$ cat src/hw/rtl/lcs_pkg.sv
// ----------------------------------------------------------------------------
// lcs_pkg
// shared types, constants, the linearization rom and the channel numerator
// ----------------------------------------------------------------------------
package lcs_pkg;

    localparam int LumaFracBits = 16;
    localparam int LinW         = 17;
    localparam int WW           = LumaFracBits + 1;
    localparam int YW           = LumaFracBits + 1;
    localparam int HW           = LumaFracBits + 2;
    localparam int ProdW        = WW + LinW;
    localparam int SumW         = ProdW + 2;
    localparam int EvalDepth    = 8;
    localparam int CntW         = 4;

    localparam logic [WW-1:0] WeightR =
        WW'(((64'd2126 << LumaFracBits) + 64'd5000) / 64'd10000);
    localparam logic [WW-1:0] WeightG =
        WW'(((64'd7152 << LumaFracBits) + 64'd5000) / 64'd10000);
    localparam logic [WW-1:0] WeightB =
        WW'(((64'd722 << LumaFracBits) + 64'd5000) / 64'd10000);
    localparam logic [HW-1:0] LumaOffset =
        HW'(((64'd1 << LumaFracBits) + 64'd10) / 64'd20);

    // divide by 6000 as multiply by floor(2^26 / 6000) plus one correction
    localparam logic [13:0] DivRecip = 14'd11184;
    localparam int          DivShift = 26;
    localparam logic [20:0] ChanDiv  = 21'd6000;

    localparam logic [6:0]  SatMax   = 7'd100;
    localparam logic [8:0]  HueMax   = 9'd359;

    // configuration register indexes
    localparam logic CfgSaturation = 1'b0;
    localparam logic CfgStartLight = 1'b1;

    typedef struct packed {
        logic [8:0]  hue_degrees;
        logic [12:0] contrast_floor;
        logic [7:0]  background_red;
        logic [7:0]  background_green;
        logic [7:0]  background_blue;
    } t_in_req;

    typedef struct packed {
        logic [7:0] red;
        logic [7:0] green;
        logic [7:0] blue;
    } t_out_rsp;

    // channel 0 red, 1 green, 2 blue
    typedef logic [2:0][7:0] t_chan_arr;

    typedef struct packed {
        t_chan_arr       pix;
        logic [YW-1:0]   y;
        logic [HW-1:0]   hi;
        logic [HW-1:0]   lo;
        logic            meet;
    } t_eval_rsp;

    typedef enum logic [2:0] {
        ST_IDLE,
        ST_BG,
        ST_BG_WAIT,
        ST_START,
        ST_START_WAIT,
        ST_WALK,
        ST_DRAIN,
        ST_DONE
    } t_state;

    typedef logic [255:0][LinW-1:0] t_lin_rom;

    // srgb linearization, q1.16, evaluated at elaboration
    function automatic t_lin_rom lin_rom_build();
        t_lin_rom    rom;
        logic [63:0] t;
        logic [63:0] s;
        logic [63:0] r;
        logic [63:0] cand;
        logic [63:0] p;
        logic [63:0] c64;
        for (int c = 0; c < 256; c++) begin
            c64 = 64'(c);
            if (c <= 10) begin
                rom[c] = LinW'((c64 * 64'd6553600 + 64'd164730) / 64'd329460);
            end else if (c == 255) begin
                rom[c] = LinW'(64'd65536);
            end else begin
                t = (((c64 * 64'd1000 + 64'd14025) << 32) + 64'd134512) / 64'd269025;
                s = (t * t) >> 32;
                r = 64'd0;
                for (int b = 31; b >= 0; b--) begin
                    cand = r | (64'd1 << b);
                    p = (cand * cand) >> 32;
                    p = (p * p) >> 32;
                    p = (p * cand) >> 32;
                    if (p <= s) begin
                        r = cand;
                    end
                end
                rom[c] = LinW'((((s * r) >> 32) + 64'd32768) >> 16);
            end
        end
        return rom;
    endfunction

    localparam t_lin_rom LinRom = lin_rom_build();

    // channel numerator at hue position x, with the rounding half added
    function automatic logic [20:0] chan_num(
        input logic [8:0]  x,
        input logic [15:0] f,
        input logic [15:0] q
    );
        logic [15:0] d;
        logic [20:0] n;
        d = q - f;
        priority if (x < 9'd60) begin
            n = 21'(f) * 21'd60 + 21'(d) * 21'(x);
        end else if (x < 9'd180) begin
            n = 21'(q) * 21'd60;
        end else if (x < 9'd240) begin
            n = 21'(f) * 21'd60 + 21'(d) * 21'(9'd240 - x);
        end else begin
            n = 21'(f) * 21'd60;
        end
        return n + 21'd3000;
    endfunction

endpackage

$ cat src/hw/rtl/lcs_hsl.sv
// ----------------------------------------------------------------------------
// lcs_hsl
// four stage hsl to rgb byte conversion, background bypass
// ----------------------------------------------------------------------------
module lcs_hsl
    import lcs_pkg::*;
(
    input  logic       i_clk,
    input  logic       i_rst_n,
    input  logic       i_valid,
    input  logic       i_is_bg,
    input  logic [7:0] i_light,
    input  logic [8:0] i_hue,
    input  logic [6:0] i_sat,
    input  t_chan_arr  i_bg,
    output logic       o_valid,
    output t_chan_arr  o_pix
);

    logic              r1_valid, r2_valid, r3_valid, r4_valid;
    logic              r1_is_bg, r2_is_bg, r3_is_bg;
    logic [15:0]       r1_q, r1_f;
    logic [2:0][8:0]   r1_x;
    logic [2:0][20:0]  r2_m, r3_m;
    logic [2:0][7:0]   r3_qe;
    t_chan_arr         r4_pix;

    logic [15:0]       n1_q, n1_f, light16, sat16;
    logic [9:0]        hue_r;
    logic [2:0][8:0]   n1_x;
    t_chan_arr         n4_pix;
    logic [2:0][20:0]  rem;

    always_comb begin
        light16 = 16'(i_light);
        sat16   = 16'(i_sat);
        n1_q = (i_light <= 8'd127) ? light16 * (16'd100 + sat16)
             : light16 * 16'd100 + sat16 * 16'd255 - light16 * sat16;
        n1_f = 16'd200 * light16 - n1_q;
        hue_r = 10'(i_hue) + 10'd120;
        n1_x[0] = (hue_r > 10'd360) ? 9'(hue_r - 10'd360) : hue_r[8:0];
        n1_x[1] = i_hue;
        n1_x[2] = (i_hue < 9'd120) ? i_hue + 9'd240 : i_hue - 9'd120;
    end

    always_comb begin
        for (int ch = 0; ch < 3; ch++) begin
            rem[ch] = r3_m[ch] - 21'(r3_qe[ch]) * ChanDiv;
            n4_pix[ch] = (rem[ch] >= ChanDiv) ? r3_qe[ch] + 8'd1 : r3_qe[ch];
        end
        if (r3_is_bg) begin
            n4_pix = i_bg;
        end
    end

    always_ff @(posedge i_clk) begin
        if (!i_rst_n) begin
            r1_valid <= 1'b0;
            r2_valid <= 1'b0;
            r3_valid <= 1'b0;
            r4_valid <= 1'b0;
        end else begin
            r1_valid <= i_valid;
            r2_valid <= r1_valid;
            r3_valid <= r2_valid;
            r4_valid <= r3_valid;
        end
    end

    always_ff @(posedge i_clk) begin
        r1_is_bg <= i_is_bg;
        r1_q     <= n1_q;
        r1_f     <= n1_f;
        r1_x     <= n1_x;
        r2_is_bg <= r1_is_bg;
        r3_is_bg <= r2_is_bg;
        r3_m     <= r2_m;
        r4_pix   <= n4_pix;
        for (int ch = 0; ch < 3; ch++) begin
            r2_m[ch]  <= chan_num(r1_x[ch], r1_f, r1_q);
            r3_qe[ch] <= 8'((35'(r2_m[ch]) * 35'(DivRecip)) >> DivShift);
        end
    end

    assign o_valid = r4_valid;
    assign o_pix   = r4_pix;

endmodule

$ cat config.mk
export PLATFORM = sky130hd
export DESIGN_NAME = lcs_hsl
export DESIGN_NICKNAME = d
export VERILOG_FILES = /design/src/hw/rtl/lcs_pkg.sv /design/src/hw/rtl/lcs_hsl.sv
export SDC_FILE = /design/constraint.sdc
export NUM_CORES = 2
export LEC_CHECK = 0
export BUFFER_PORTS_ARGS = -buffer_cell sky130_fd_sc_hd__buf_4
export CORE_MARGIN = 5
export CORE_UTILIZATION = 35
export CTS_BUF_LIST = sky130_fd_sc_hd__clkbuf_16
export CTS_CLUSTER_DIAMETER = 30
export CTS_CLUSTER_SIZE = 30
export DETAILED_ROUTE_END_ITERATION = 12
export PLACE_DENSITY = 0.54
export SYNTH_ARGS = -nofsm -noshare
export SYNTH_HDL_FRONTEND = slang
export SYNTH_SLANG_ARGS = --single-unit
$ cat constraint.sdc
create_clock -name i_clk -period 8.6 [get_ports i_clk]
set_input_delay 0.86 -clock i_clk [delete_from_list [all_inputs] [get_ports i_clk]]
set_output_delay 0.86 -clock i_clk [all_outputs]
set_load 0.01 [all_outputs]
==> flow_metrics.tcl <==
set metrics [dict create \
    status "complete, no violations" \
    core-area_um2 174000 \
    place_hpwl_um 161600 \
    viasPerCell 4.969 \
    cts_hold_buf 0 \
    synth_edf_count 0 \
    relSlewSlack 0.1228 \
    critical_path_class "reg2reg" \
    cts_sinks 218 \
    rr_startpoint "r1_f[4]" \
    cts_tree "done" \
    die_w_um 428.3 \
    r2r-end "r2_m[20]" \
    min_to "r2_is_bg" \
    clock_latency_ps 650 \
    cp.arrival_ps 8920 \
    yosysWarningCount 0 \
    crit_path_frequent_cell "fa_1" \
    htree_levels 2 \
    hold_depth 0 \
    hold_start "r1_is_bg" \
    final_common_cell "inv_1" \
    grt_pass1_wl_um 297400 \
    grt_pass1_vias 51110 \
    cts_buffer_depth 3 \
    max_stage_delay_ps 610 \
    gr-total-overflow 0 \
    yosysUniqueCellTypes 84 \
    critPathRequiredTime_ps 9170 \
    die_h_um 428.3 \
    finalWirelength_um 189400 \
    fin_worst_skew_ps 43.71 \
    place.gp.congestion 0.9758 \
    reg2reg_slack_ps 240 \
    ys_async_sr_fraction 0 \
    path_max_fanout 5 \
    rows 153 \
    drt-initial-drc-count 2987 \
    drive_gt1_frac 0.08194 \
    period_share 0.9717 \
    period_needed_ps 8356 \
    start_util 0.3519 \
    final_antenna_net_count 0 \
    ys_ff_latch 218 \
    drc 0 \
    end_kind "flop" \
    setup_viol 0 \
    clock-root-buffer "clkbuf_16" \
    netlist_area_um2 61240 \
    cp_slowest_cell "o41ai_2" \
    area.sequential_um2 4369 \
    syn_to_final_growth_pct 12.23 \
    vias 46970 \
    cts_buffers 55 \
    clkTransAtPathRegs_ps 50 \
    pre_cts_ws_ps -864.0 \
    first_pass_iters 5 \
    antenna_found_initial 6 \
    slew_viol_final 0 \
    syn_avg_cell_area_um2 8.986 \
    die_area_um2 183400 \
    nets 9131 \
    grt_usage 0.2075 \
    pin_count 77 \
    cap_viol_max_count 0 \
    multi_input_area_um2 50390 \
    grt_max_degree 56 \
    worstMarginPinSlew_ps 1306 \
    wire_per_inst_um 20.04 \
    yosysSeqAreaShare 0.07127 \
    max_freq_mhz 119.7 \
    hp-class "reg2reg" \
    start_kind "flop" \
    portBuffers 76 \
    fin_ws_ps 243.8 \
    n_fill_cell 17530 \
    r2r.worst_path.cells 29 \
    hold_viol 0 \
    syn_inst 6815 \
    final_util 0.3950 \
    synthFlopType "dfxtp_1" \
    layout_common_cells "1678 x inv_1, 1133 x fa_1, 858 x ha_1" \
]
## critical path: cells and delay by family (launching register included)
kind	cells	cell delay [ps]
adders and majority gates	8	3690
AOI/OAI and AO/OA	6	1810
xor gates and xnor gates	4	880
and+or+nand+nor	4	810
buffers and inverters	6	560
DFF	1	300
muxes	1	210
## registers in the layout, summed over array words and instances (netlist names)
name	cells
o_pix	24
o_valid	1
r1_f	16
r1_is_bg	1
r1_q	15
r1_valid	1
r1_x	21
r2_is_bg	1
r2_m	60
r2_valid	1
r3_is_bg	1
r3_m	51
r3_qe	24
r3_valid	1
## Yosys cell counts (all sizes together) (9+ instances only)
cell type | instances | area (um^2)
inv | 1679 | 6302
fa | 1134 | 22700
ha | 864 | 10810
nand2 | 524 | 1967
nor2 | 362 | 1359
xnor2 | 266 | 2337
a21oi | 230 | 1151
dfxtp | 218 | 4364
o21ai | 181 | 905.9
clkbuf | 161 | 604.3
and2 | 150 | 940.9
xor2 | 125 | 1095
a21o | 84 | 630.6
nor3 | 77 | 385.4
nor2b | 65 | 406.6
o21a | 58 | 435.4
nand3 | 55 | 275.3
a211oi | 39 | 292.8
o21bai | 39 | 292.8
nand2b | 38 | 237.7
or3 | 34 | 217.7
and3 | 31 | 193.9
a31oi | 28 | 175.2
or2 | 27 | 168.9
a21boi | 24 | 180.2
nand4 | 24 | 150.1
o211ai | 24 | 180.2
mux2i | 20 | 200.2
o2111ai | 14 | 122.6
o31ai | 14 | 110.1
a2111oi | 13 | 127.6
a22oi | 11 | 82.58
o41ai | 11 | 96.34
o211a | 10 | 100.1
o31a | 10 | 87.58
a221oi | 9 | 78.83
nor3b | 9 | 67.56
nor4 | 9 | 56.30
o221ai | 9 | 78.83
o22ai | 9 | 56.30
or4 | 9 | 67.56
## area by class of cell
type / count / share of cell area
multi-input cells: 4758 / 0.7332
inverters: 1682 / 0.09186
flip-flops and latches: 218 / 0.06357
well taps: 2325 / 0.04233
repair buffers: 366 / 0.04136
clock buffers: 56 / 0.02039
clock inverters: 47 / 0.007300
diodes: 1 / 0.00003641
## routing by layer
layer / vias to the layer above / track usage / wire, um
met2: 1418 / 0.3433 / 87710
met5: - / 0 / 19
met3: 397 / 0.03664 / 12630
met4: 2 / 0.08320 / 9174
met1: 23420 / 0.2696 / 79920
li1: 21730 / - / -
## worst max-delay path by stage
stage / from / endpoint / cells after the start
4_1_cts: r1_f[5] / r2_m[20] / 27
6_report: r1_f[4] / r2_m[20] / 29
2_1_floorplan: r1_q[1] / r2_m[20] / 30
3_3_place_gp: r1_f[5] / r2_m[20] / 27
3_5_place_dp: r1_f[5] / r2_m[20] / 27
5_1_grt: r1_f[11] / r2_m[62] / 30
## timing repair
action | in CTS | in global routing
gates resized for setup | 8 | 68
endpoints found under the setup margin | 1 | 17
pin swaps | 1 | 12
setup buffers | 0 | 6
## cell families (layout without fill, tap and decap cells)
logic type                 after synthesis  after routing  share of synthesized area
adders and majority gates             1998           1998                     0.5472
buffers and inverters                 1850           2151                     0.1134
and+or+nand+nor                       1432           1432                     0.1086
AOI/OAI and AO/OA                      888            888                    0.09560
xor gates and xnor gates               399            399                    0.05901
DFF                                    218            218                    0.07127
muxes                                   28             28                   0.004740
other                                    2             14                  0.0001226
## per-stage QoR
stage	hold WS, ps	std cells	setup TNS (ps)	area (um^2)
after floorplan	309.6	6826	0	61280
after global placement	321.8	9343	-827.8	66480
after detailed placement	316.1	9343	-864.0	66480
after CTS	300.4	9446	0	68420
after global routing	315.2	9452	-29.57	68730
final	323.3	9453	0	68730
Power is left out: the tool's default activity adds up to more than one toggle a clock period on the data nets, which glitch-free logic cannot reach.
